$ cat src/design/pip_pkg.sv
// Shared types and constants for the point-in-polygon crossing test.
// No dependencies; used by pip_front, pip_queue, pip_back and the top level.
`default_nettype none

package pip_pkg;

   localparam int COORD_W     = 32;
   localparam int DIFF_W      = COORD_W + 1;
   localparam int PROD_W      = 2 * DIFF_W;
   localparam int SUM_W       = PROD_W + 1;
   localparam int CNT_W       = 8;
   localparam int VCNT_W      = 2;
   localparam int QUEUE_DEPTH = 4;

   localparam logic [VCNT_W-1:0] MIN_VERTICES = VCNT_W'(3);

   // One classified edge, front to back.
   typedef struct packed {
      logic                   first;
      logic                   last;
      logic                   crossing;
      logic                   vcnt_ok;
      logic                   boundary;
      logic [CNT_W-1:0]       total;
      logic [DIFF_W-1:0]      dxa;   // xa - qx
      logic [DIFF_W-1:0]      dyb;   // yb - ya
      logic [DIFF_W-1:0]      dqy;   // qy - ya
      logic [DIFF_W-1:0]      dxb;   // xb - xa
   } edge_item_type;

endpackage

`default_nettype wire

$ cat src/design/pip_front.sv
// Front end: takes vertex transfers, tracks query point, previous vertex,
// vertex and crossing counts and boundary hits; emits one edge item per vertex.
// Depends on pip_pkg.
`default_nettype none

module pip_front #(
   parameter int MAX_CROSSINGS = 128
) (
   input  wire logic                   clock,
   input  wire logic                   reset,
   input  wire logic                   push,
   input  wire logic [31:0]            query_x,
   input  wire logic [31:0]            query_y,
   input  wire logic [31:0]            vertex_x,
   input  wire logic [31:0]            vertex_y,
   input  wire logic                   first_vertex,
   input  wire logic                   last_vertex,
   output pip_pkg::edge_item_type      item
);

   logic signed [31:0]             point_x_ff, point_x_in;
   logic signed [31:0]             point_y_ff, point_y_in;
   logic signed [31:0]             prev_x_ff, prev_x_in;
   logic signed [31:0]             prev_y_ff, prev_y_in;
   logic [pip_pkg::VCNT_W-1:0]     vcnt_ff, vcnt_in;
   logic [pip_pkg::CNT_W-1:0]      total_ff, total_in;
   logic                           bhit_ff, bhit_in;

   logic signed [31:0] vx, vy;
   logic               up, horiz, span, crossing;
   logic signed [31:0] xa, ya, xb, yb;

   assign vx = $signed(vertex_x);
   assign vy = $signed(vertex_y);

   always_comb begin
      horiz = (prev_y_ff == vy);
      up    = (prev_y_ff < vy);
      span  = up ? (prev_y_ff <= point_y_ff && point_y_ff < vy)
                 : (vy < point_y_ff && point_y_ff <= prev_y_ff);
      xa    = up ? prev_x_ff : vx;
      ya    = up ? prev_y_ff : vy;
      xb    = up ? vx : prev_x_ff;
      yb    = up ? vy : prev_y_ff;
   end

   always_comb begin
      point_x_in = point_x_ff;
      point_y_in = point_y_ff;
      prev_x_in  = prev_x_ff;
      prev_y_in  = prev_y_ff;
      vcnt_in    = vcnt_ff;
      total_in   = total_ff;
      bhit_in    = bhit_ff;
      crossing   = 1'b0;
      if (first_vertex) begin
         point_x_in = $signed(query_x);
         point_y_in = $signed(query_y);
         prev_x_in  = vx;
         prev_y_in  = vy;
         vcnt_in    = pip_pkg::VCNT_W'(1);
         total_in   = '0;
         bhit_in    = 1'b0;
      end else begin
         if (vcnt_ff < pip_pkg::MIN_VERTICES) begin
            vcnt_in = vcnt_ff + pip_pkg::VCNT_W'(1);
         end
         if (total_ff < pip_pkg::CNT_W'(MAX_CROSSINGS)) begin
            prev_x_in = vx;
            prev_y_in = vy;
            if (horiz) begin
               if (point_y_ff == prev_y_ff &&
                   (prev_x_ff <= point_x_ff || vx <= point_x_ff) &&
                   (prev_x_ff >= point_x_ff || vx >= point_x_ff)) begin
                  bhit_in = 1'b1;
               end
            end else if (span) begin
               crossing = 1'b1;
               total_in = total_ff + pip_pkg::CNT_W'(1);
            end
         end
      end
   end

   always_comb begin
      item.first    = first_vertex;
      item.last     = last_vertex;
      item.crossing = crossing;
      item.vcnt_ok  = (vcnt_in == pip_pkg::MIN_VERTICES);
      item.boundary = bhit_in;
      item.total    = total_in;
      item.dxa      = {xa[31], xa} - {point_x_ff[31], point_x_ff};
      item.dyb      = {yb[31], yb} - {ya[31], ya};
      item.dqy      = {point_y_ff[31], point_y_ff} - {ya[31], ya};
      item.dxb      = {xb[31], xb} - {xa[31], xa};
   end

   always_ff @(posedge clock) begin
      if (reset) begin
         point_x_ff <= '0;
         point_y_ff <= '0;
         prev_x_ff  <= '0;
         prev_y_ff  <= '0;
         vcnt_ff    <= '0;
         total_ff   <= '0;
         bhit_ff    <= 1'b0;
      end else if (push) begin
         point_x_ff <= point_x_in;
         point_y_ff <= point_y_in;
         prev_x_ff  <= prev_x_in;
         prev_y_ff  <= prev_y_in;
         vcnt_ff    <= vcnt_in;
         total_ff   <= total_in;
         bhit_ff    <= bhit_in;
      end
   end

endmodule

`default_nettype wire

$ cat config.mk
export PLATFORM = sky130hd
export DESIGN_NAME = pip_front
export DESIGN_NICKNAME = d
export VERILOG_FILES = /design/src/design/pip_pkg.sv /design/src/design/pip_front.sv
export SDC_FILE = /design/constraint.sdc
export NUM_CORES = 1
export LEC_CHECK = 0
export BUFFER_PORTS_ARGS = -buffer_cell sky130_fd_sc_hd__buf_2
export CORE_MARGIN = 10
export CORE_UTILIZATION = 53
export CTS_CLUSTER_SIZE = 25
export DETAILED_ROUTE_END_ITERATION = 7
export PLACE_DENSITY = 0.79
export SLEW_MARGIN = 20
export SYNTH_ARGS = -nofsm -noshare
export SYNTH_HDL_FRONTEND = slang
export SYNTH_SLANG_ARGS = --single-unit
$ cat constraint.sdc
create_clock -name clock -period 11.7 [get_ports clock]
set_clock_uncertainty 0.15 [all_clocks]
set_input_delay 2.34 -clock clock [delete_from_list [all_inputs] [get_ports clock]]
set_output_delay 2.34 -clock clock [all_outputs]
set_load 0.1 [all_outputs]
==> results of run 1 <==
## per-stage QoR
stage	hold WS (ns)	setup WS (ns)	utilization, %
2_1_floorplan	0.286	-0.204	-
3_3_place_gp	0.295	0.0272	61.7
3_5_place_dp	0.297	-0.135	61.7
4_1_cts	0.305	0.00595	63.8
5_1_grt	0.322	0.00343	63.8
6_report	0.305	0.316	63.8
## Yosys cell counts, types with 36 or more instances
cell type	instances	area, um^2
a21o_1	76	571
a21oi_1	292	1460
clkbuf_1	68	255
dfxtp_1	139	2780
ha_1	217	2720
inv_1	184	691
mux2i_1	36	360
nand2_1	494	1850
nand2b_1	61	382
nand4_1	43	269
nor2_1	164	616
nor2b_1	57	357
nor3_1	41	205
o21ai_0	105	526
xnor2_1	90	788
xor2_1	43	377
## power by group through the flow
| stage | clock network (mW) | registers, mW | logic, mW |
|---|---|---|---|
| final | 0.604 | 0.529 | 2.65 |
| after global routing | 0.630 | 0.533 | 2.78 |
| after CTS | 0.610 | 0.528 | 2.64 |
| after detailed placement | 0 | 0.538 | 2.63 |
| after global placement | 0 | 0.537 | 2.61 |
| after floorplan | 0 | 0.528 | 2.02 |
## metal layers
metal | vias up | share of wire [%] | global-route usage (%)
met1 | 8756 | 43 | 36.5
met4 | 2 | 2.6 | 9.03
li1 | 9211 | - | -
met5 | - | 0.022 | 0
met2 | 687 | 47 | 47.1
met3 | 97 | 7.4 | 5.43
## cell type report
| class | instances | area (um^2) | share of cell area, % |
|---|---|---|---|
| sequential | 139 | 2780 | 13.7 |
| clock inverter | 12 | 171 | 0.847 |
| inverter | 186 | 698 | 3.45 |
| tap | 402 | 503 | 2.48 |
| timing repair buffer | 291 | 2020 | 10.0 |
| clock buffer | 19 | 453 | 2.24 |
| multi-input combinational | 2085 | 13600 | 67.2 |
## final timing paths
path	startpoint	endpoint	slack [ns]	cells after the start
max reg2reg	prev_y_ff[29]$_SDFFE_PP0P_	total_ff[6]$_SDFFE_PP0P_	6.39	14
max	vertex_y[29]	item[64]	0.32	27
min	point_x_ff[22]$_SDFFE_PP0P_	point_x_ff[22]$_SDFFE_PP0P_	0.31	2
min reg2reg	point_x_ff[22]$_SDFFE_PP0P_	point_x_ff[22]$_SDFFE_PP0P_	0.31	2
## layout by cell type (no fill, tap or decap), drive strengths merged, types with 12 or more instances in the layout
cell | synthesis | layout
and3 | 12 | 12
clkbuf | 69 | 19
nor3 | 41 | 41
dfxtp | 139 | 139
a21oi | 296 | 296
nand4 | 43 | 43
nor2 | 164 | 164
xnor2 | 90 | 90
o22ai | 22 | 22
xor2 | 43 | 43
nand3 | 33 | 33
inv | 184 | 184
a21o | 76 | 76
o211ai | 25 | 25
or3 | 13 | 13
a211oi | 12 | 12
a31oi | 23 | 23
and2 | 23 | 23
o21ai | 114 | 114
o21a | 29 | 29
nand2 | 494 | 494
buf | 27 | 291
nand2b | 61 | 61
mux2i | 36 | 36
nor2b | 57 | 57
ha | 217 | 217
## state kept, by name (all words and copies together) (netlist names)
| register | count |
|---|---|
| bhit_ff | 1 |
| prev_y_ff | 32 |
| total_ff | 8 |
| point_x_ff | 32 |
| prev_x_ff | 32 |
| point_y_ff | 32 |
| vcnt_ff | 2 |
## cell families after synthesis
family,synth area share (%)
multiplexers,2.23
adder cells (fa/ha/maj),16.5
AO/OA/AOI/OAI,26.1
buffers and inverters,6.46
XOR/XNOR,6.79
flip-flops,16.2
AND/OR/NAND/NOR,25.7
## critical path, stage by stage
cell	delay (ns)
buf_2	0.13
inv_1	0.06
ha_1	0.42
nand4_1	0.20
or3_4	0.46
or4_4	0.53
o211a_4	0.30
a21oi_4	0.18
buf_4	0.19
buf_4	0.27
nor2_1	0.07
a21oi_1	0.18
ha_1	0.25
nor2b_1	0.13
o21a_1	0.18
nor3_1	0.23
a311oi_1	0.10
and4_1	0.22
or4_1	0.56
a31oi_2	0.34
o21ai_2	0.17
o31ai_4	0.32
nor2_1	0.11
o22ai_2	0.33
o21ai_1	0.21
xor2_4	0.20
buf_12	0.19
## timing repair
| action | CTS | global route |
|---|---|---|
| buffers inserted | 0 | 1 |
| pin swaps | 0 | 1 |
| endpoints found under the setup margin | 2 | 7 |
| resized for setup | 2 | 7 |
==> impl_metrics.env, run 1 <==
export IMPL_syn_nets=2858
export IMPL_portBuffers=275
export IMPL_synthArstFlopShare_pct=0
export IMPL_ios=278
export IMPL_wirelength_mm=58.8
export IMPL_grt_max_degree=83
export IMPL_synth_flop_cell="dfxtp_1"
export IMPL_die_w_um=200
export IMPL_ctsLongestPathBuffers=2
export IMPL_slew_headroom_pct=33.2
export IMPL_instances_no_fill=3134
export IMPL_dieArea_mm2=0.0399
export IMPL_drt_initial_drc_count=1359
export IMPL_ant_nets=0
export IMPL_startpoint_type="primary input"
export IMPL_fp_row_count=65
export IMPL_worst_slew_pin_slew_ns=0.999
export IMPL_cts_tree="built"
export IMPL_synth_seq_cells=139
export IMPL_synth_distinct_cells=80
export IMPL_cts_made_buffers=17
export IMPL_die_h_um=200
export IMPL_clk_pin_slew_worst_paths_ns=0.06
export IMPL_core_mm2=0.0317
export IMPL_setup_violations=0
export IMPL_internal_power_mw=1.55
export IMPL_grt_pass1_wl_mm=92.1
export IMPL_ys_seq_area_share_pct=16.2
export IMPL_netSwitchingFraction_pct=58.9
export IMPL_cp_data_arrival_time_ns=8.89
export IMPL_avgViaCountPerCell=5.98
export IMPL_seq_power_share_pct=14.0
export IMPL_antenna_found_initial=1
export IMPL_power_density_mw_per_mm2=187
export IMPL_grt_pass1_vias=17726
export IMPL_overflow=0
export IMPL_outcome="finished, final reports clean"
export IMPL_cp_max_fo=20
export IMPL_placed_cells=3102
export IMPL_switchingPower_mw=2.23
export IMPL_fin_crit_sh_pct=97.3
export IMPL_cts_root_buf="clkbuf_16"
export IMPL_final_nets=3072
export IMPL_post_route_drc_count=0
export IMPL_final_area_mm2=0.0202
export IMPL_wl_per_cell_um=18.8
export IMPL_hold_path_class="flop to flop"
export IMPL_final_layout_size_suffix_gt1_share_pct=14.5
export IMPL_fillers=2898
export IMPL_leakage_nw=9.21
export IMPL_cts_hold_buf=0
export IMPL_grtUsageTotal_pct=28.4
export IMPL_comb_power_share_pct=70.1
export IMPL_peakVddDrop_mv=0.256
export IMPL_fmax_mhz=87.8
export IMPL_hold_violations=0
export IMPL_place_gp_congestion=0.949
export IMPL_route_vias_total=18753
export IMPL_cts_sinks=139
export IMPL_synth_area_mm2=0.0171
export IMPL_antennaDiodeCount=0
export IMPL_clk_latency_ns=0.45
export IMPL_syn2layout_area_growth_pct=18.1
export IMPL_maxCapViolCount=0
export IMPL_synthCells=2506
export IMPL_critPathKind="primary input to output port"
export IMPL_drt_first_pass_iters=6
export IMPL_synth_edff_count=0
export IMPL_p_total_mw=3.79
export IMPL_drv_slew=0
export IMPL_rsz0062_at_grt="no"
export IMPL_fin_crit_ns=11.38
export IMPL_critical_path_required_ns=9.21
export IMPL_placed_cell_area_mm2=0.0196
export IMPL_fin_setup_tns_ns=0
export IMPL_place_hpwl_mm=45.5
export IMPL_htree_levels=4
export IMPL_start_util_pct=54.1
export IMPL_pwr_share_clk_pct=16.0
export IMPL_syn_area_per_cell_um2=6.84
export IMPL_yosysWarnings=0
export IMPL_end_kind="output port"
Power figures use the tool's default switching activity.
==> run 2, diff against run 1 <==
--- a/config.mk
+++ b/config.mk
@@ -10,7 +10,7 @@
 export CORE_UTILIZATION = 53
 export CTS_CLUSTER_SIZE = 25
 export DETAILED_ROUTE_END_ITERATION = 7
-export PLACE_DENSITY = 0.79
+export PLACE_DENSITY = 0.9
 export SLEW_MARGIN = 20
 export SYNTH_ARGS = -nofsm -noshare
 export SYNTH_HDL_FRONTEND = slang
==> run 2 against run 1 <==
Net effect: final cell count up 0.35%; flip-flop and latch count unchanged; core utilization down 0.38 points; global-route usage about the same; non-clock buffer count up 6; sequential share of layout area up 0.083 points.
==> impl_metrics.env, run 2 (synthesis results as in run 1) <==
export IMPL_outcome="finished, final reports clean"
export IMPL_hold_violations=0
export IMPL_post_place_ws_ns=-0.125
export IMPL_start_util_pct=54.1
export IMPL_end_kind="output port"
export IMPL_htree_levels=4
export IMPL_placed_cells=3103
export IMPL_grtUsageTotal_pct=28.4
export IMPL_peakVddDrop_mv=0.227
export IMPL_ant_nets=0
export IMPL_slowest_stage="or4_1"
export IMPL_cp_data_arrival_time_ns=8.97
export IMPL_overflow=0
export IMPL_fillers=2790
export IMPL_fmax_mhz=87.3
export IMPL_die_w_um=200
export IMPL_leakage_nw=9.17
export IMPL_syn2layout_area_growth_pct=17.4
export IMPL_antenna_found_initial=2
export IMPL_fin_crit_sh_pct=97.9
export IMPL_wl_per_cell_um=19.0
export IMPL_worst_slew_pin_slew_ns=0.981
export IMPL_hold_path_class="flop to flop"
export IMPL_die_h_um=200
export IMPL_grt_max_degree=80
export IMPL_wirelength_mm=59.6
export IMPL_critPathKind="primary input to output port"
export IMPL_cts_hold_buf=0
export IMPL_crit_family="compound AO/OA/AOI/OAI gates"
export IMPL_cts_root_buf="clkbuf_16"
export IMPL_critical_path_max_stage_delay_ns=0.56
export IMPL_dieArea_mm2=0.0399
export IMPL_startpoint_type="primary input"
export IMPL_avgViaCountPerCell=6.13
export IMPL_layout_common_cells="nand2_1, a21oi_1, buf_2"
export IMPL_drt_first_pass_iters=7
export IMPL_core_mm2=0.0317
export IMPL_p_total_mw=3.72
export IMPL_seq_area_mm2=0.00278
export IMPL_setup_slack_ns=0.245
export IMPL_cts_sinks=139
export IMPL_ctsLongestPathBuffers=2
export IMPL_fp_row_count=65
export IMPL_drv_slew=0
export IMPL_clk_pin_slew_worst_paths_ns=0.07
export IMPL_fin_setup_tns_ns=0
export IMPL_fin_crit_ns=11.46
export IMPL_cts_made_buffers=17
export IMPL_critical_path_required_ns=9.21
export IMPL_final_nets=3078
export IMPL_place_hpwl_mm=45.8
export IMPL_final_layout_size_suffix_gt1_share_pct=14.7
export IMPL_instances_no_fill=3145
export IMPL_grt_pass1_vias=18012
export IMPL_cp_max_fo=20
export IMPL_utilization_pct=63.5
export IMPL_grt_pass1_wl_mm=92.6
export IMPL_cts_tree="built"
export IMPL_setup_violations=0
export IMPL_path_buf_inv=4
export IMPL_clk_latency_ns=0.46
export IMPL_post_route_drc_count=0
export IMPL_slew_headroom_pct=33.7
export IMPL_portBuffers=275
export IMPL_power_density_mw_per_mm2=185
export IMPL_route_vias_total=19289
export IMPL_drt_initial_drc_count=1732
export IMPL_maxCapViolCount=0
export IMPL_ios=278
export IMPL_multi_input_area_mm2=0.0136
export IMPL_place_gp_congestion=0.974
export IMPL_final_common_cell="nand2_1"
==> run 2: path summary, 6_finish.rpt <==
check,slack [ns],startpoint,depth (start not counted),endpoint
worst max-delay path,0.24,vertex_y[30],26,item[62]
worst min-delay path,0.31,point_x_ff[18]$_SDFFE_PP0P_,2,point_x_ff[18]$_SDFFE_PP0P_
worst max register to register,6.20,prev_y_ff[30]$_SDFFE_PP0P_,14,total_ff[6]$_SDFFE_PP0P_
worst min register to register,0.31,point_x_ff[18]$_SDFFE_PP0P_,2,point_x_ff[18]$_SDFFE_PP0P_
==> run 2: metal layers <==
layer / GRT usage [%] / share of wire, %
met5: 0 / 0.022
met4: 10.2 / 3.2
met3: 5.98 / 9.3
met2: 47.1 / 46
met1: 35.7 / 41
==> run 2: final cells by class <==
cell class                 instances  share of cell area [%]
multi-input combinational       2085                    67.7
sequential                       139                    13.8
timing repair buffer             297                    9.66
inverter                         186                    3.47
tap                              402                    2.50
clock buffer                      17                    2.11
clock inverter                    15                   0.721
antenna                            4                  0.0497
==> run 2: worst min-delay path, stage by stage (launching register included) <==
cell and delay, ns:
dfxtp_1 0.31, nand2_1 0.05, a21oi_1 0.05
==> run 2: through the flow <==
step	instance area [um^2]	hold WS (ns)
6_report	20100	0.309
4_1_cts	20000	0.307
3_5_place_dp	19400	0.297
5_1_grt	20100	0.329
3_3_place_gp	19400	0.293
2_1_floorplan	17400	0.286
==> run 2: repair_timing <==
item                                    in CTS  in global routing
endpoints found under the setup margin       1                 13
cloned                                       0                  2
buffers inserted                             0                  4
pin swaps                                    0                  4
resized for setup                            2                  8
==> run 2: power breakdown <==
| part | internal, mW | leakage [nW] | switching (mW) |
|---|---|---|---|
| clock network | 0.285 | 0.281 | 0.276 |
| logic | 0.663 | 7.75 | 1.97 |
| registers | 0.497 | 1.14 | 0.0324 |
| total | 1.44 | 9.17 | 2.27 |
==> run 3, diff against run 2 <==
--- a/config.mk
+++ b/config.mk
@@ -6,11 +6,12 @@
 export NUM_CORES = 1
 export LEC_CHECK = 0
 export BUFFER_PORTS_ARGS = -buffer_cell sky130_fd_sc_hd__buf_2
+export CORE_ASPECT_RATIO = 0.5
 export CORE_MARGIN = 10
-export CORE_UTILIZATION = 53
+export CORE_UTILIZATION = 55
 export CTS_CLUSTER_SIZE = 25
 export DETAILED_ROUTE_END_ITERATION = 7
-export PLACE_DENSITY = 0.9
+export PLACE_DENSITY = 0.89
 export SLEW_MARGIN = 20
 export SYNTH_ARGS = -nofsm -noshare
 export SYNTH_HDL_FRONTEND = slang
==> constraint.sdc (replaced) <==
create_clock -name clock -period 11.07 [get_ports clock]
set_clock_uncertainty 0.15 [all_clocks]
set_input_delay 2.214 -clock clock [delete_from_list [all_inputs] [get_ports clock]]
set_output_delay 2.214 -clock clock [all_outputs]
set_load 0.1 [all_outputs]
==> run 3 against run 2 <==
Net effect: critical path type unchanged; first-iteration DRC count increased by 7.6%; routed wire length is 1.5% lower; final cell count rose by 0.70%; highest routed layer is now met4; largest power group unchanged; worst setup slack got worse by 0.029 ns; register-to-register slack got worse by 0.10 ns; global-route usage barely moved; via count decreased by 0.27%; final area up 2.4%; non-clock buffer count grew 1.
==> impl_metrics.env, run 3 (synthesis results as in run 1) <==
export IMPL_ctsLongestPathBuffers=2
export IMPL_ios=278
export IMPL_clk_pin_slew_worst_paths_ns=0.06
export IMPL_antenna_found_initial=4
export IMPL_final_nets=3080
export IMPL_reg2reg_slack_ns=6.10
export IMPL_end_kind="output port"
export IMPL_grtUsageTotal_pct=28.4
export IMPL_start_util_pct=56.2
export IMPL_layout_common_cells="nand2_1, a21oi_1, buf_2"
export IMPL_grt_util_met1_pct=33.7
export IMPL_grt_max_degree=85
export IMPL_outcome="finished, final reports clean"
export IMPL_final_common_cell="nand2_1"
export IMPL_fp_row_count=45
export IMPL_hold_depth=2
export IMPL_dieArea_mm2=0.0391
export IMPL_leakage_nw=9.33
export IMPL_critPathKind="primary input to output port"
export IMPL_hold_path_class="flop to flop"
export IMPL_critical_path_required_ns=8.71
export IMPL_place_hpwl_mm=45.0
export IMPL_die_h_um=145
export IMPL_setup_violations=0
export IMPL_drv_slew=0
export IMPL_slew_headroom_pct=18.3
export IMPL_route_vias_total=19236
export IMPL_wirelength_mm=58.7
export IMPL_final_layout_size_suffix_gt1_share_pct=15.1
export IMPL_cts_made_buffers=17
export IMPL_startpoint_type="primary input"
export IMPL_cts_sinks=139
export IMPL_die_w_um=270
export IMPL_fmax_mhz=92.1
export IMPL_power_density_mw_per_mm2=195
export IMPL_post_route_drc_count=0
export IMPL_overflow=0
export IMPL_ant_nets=0
export IMPL_fin_crit_ns=10.85
export IMPL_worst_slew_pin_slew_ns=1.21
export IMPL_drt_first_pass_iters=8
export IMPL_grt_pass1_vias=17987
export IMPL_r2r_cells=13
export IMPL_htree_levels=4
export IMPL_setup_slack_ns=0.216
export IMPL_wl_per_cell_um=18.5
export IMPL_grtUsageMet2_pct=49.4
export IMPL_clk_latency_ns=0.46
export IMPL_critical_path_max_stage_delay_ns=0.68
export IMPL_drt_initial_drc_count=1864
export IMPL_fin_crit_sh_pct=98.0
export IMPL_cts_tree="built"
export IMPL_use_met3_pct=5.24
export IMPL_grt_busiest_layer="met2"
export IMPL_fillers=2565
export IMPL_peakVddDrop_mv=0.196
export IMPL_place_gp_congestion=0.966
export IMPL_hold_violations=0
export IMPL_rsz0062_at_grt="yes"
export IMPL_syn2layout_area_growth_pct=20.2
export IMPL_cp_common_cell="a21oi_2"
export IMPL_grt_pass1_wl_mm=91.6
export IMPL_avgViaCountPerCell=6.07
export IMPL_fin_setup_tns_ns=0
export IMPL_portBuffers=275
export IMPL_post_place_ws_ns=-0.0351
export IMPL_cp_data_arrival_time_ns=8.49
export IMPL_cts_root_buf="clkbuf_16"
export IMPL_core_mm2=0.0305
export IMPL_maxCapViolCount=0
export IMPL_slowest_stage="or4b_2"
export IMPL_cp_max_fo=6
## run 3: cell types whose count changed in the layout (fill, tap and decap cells not counted), moves of 3 or more
cell      previous run  this run
buf_12              25        51
buf_2              249       223
inv_6                6         0
inv_8                6         0
xnor2_1             75        69
xnor2_2             15        21
clkbuf_1             0         5
o21ai_2              1         5
a21oi_2              3         6
buf_4               20        23
clkinv_2             0         3
## run 3: per-stage QoR
step	hold slack [ns]	power [mW]	area (um^2)	instances	util [%]
finish	0.305	4.03	20600	3167	67.6
global route	0.317	4.18	20600	3167	67.6
CTS	0.304	3.99	20500	3157	67.3
detailed placement	0.296	3.43	20000	3126	65.5
global placement	0.292	3.40	20000	3126	65.5
floorplan	0.286	2.72	17600	2506	-
## run 3: final cells by class
type	instances	area (um^2)	area share, %
inverter	186	698	3.39
tap	423	529	2.57
clock buffer	24	472	2.29
antenna	4	10.0	0.0485
sequential	139	2780	13.5
timing repair buffer	298	2320	11.3
multi-input combinational	2086	13700	66.6
clock inverter	7	67.6	0.328
## run 3: metal layers
layer  share of wire [%]  vias to the layer above
li1                    -                     9234
met5                   0                        -
met4                 4.8                        0
met2                  47                      860
met3                 7.7                      175
met1                  41                     8967
## run 3: power by group
group | internal (mW) | switching [mW]
logic | 0.807 | 2.10
clock network | 0.318 | 0.246
registers | 0.526 | 0.0332
## run 3: worst max-delay path, delay by kind of cell
kind                     cells  cell delay, ns
AO/OA/AOI/OAI               15            2.89
AND/OR/NAND/NOR              6            2.00
adder cells (fa/ha/maj)      3            0.92
buffers and inverters        4            0.47
## run 3: what timing repair did
| action | 4_1_cts | 5_1_grt |
|---|---|---|
| resized for setup | 1 | 9 |
| hold endpoints to repair | 0 | 0 |
| cloned | 0 | 1 |
| hold buffers | 0 | 0 |
| pin swaps | 0 | 5 |
| buffers inserted | 0 | 5 |
| endpoints found under the setup margin | 3 | 16 |
## run 3: final timing paths
check / start / to
max: vertex_y[30] / item[121]
min: point_x_ff[11]$_SDFFE_PP0P_ / point_x_ff[11]$_SDFFE_PP0P_
max reg2reg: prev_y_ff[30]$_SDFFE_PP0P_ / total_ff[6]$_SDFFE_PP0P_
min reg2reg: point_x_ff[11]$_SDFFE_PP0P_ / point_x_ff[11]$_SDFFE_PP0P_
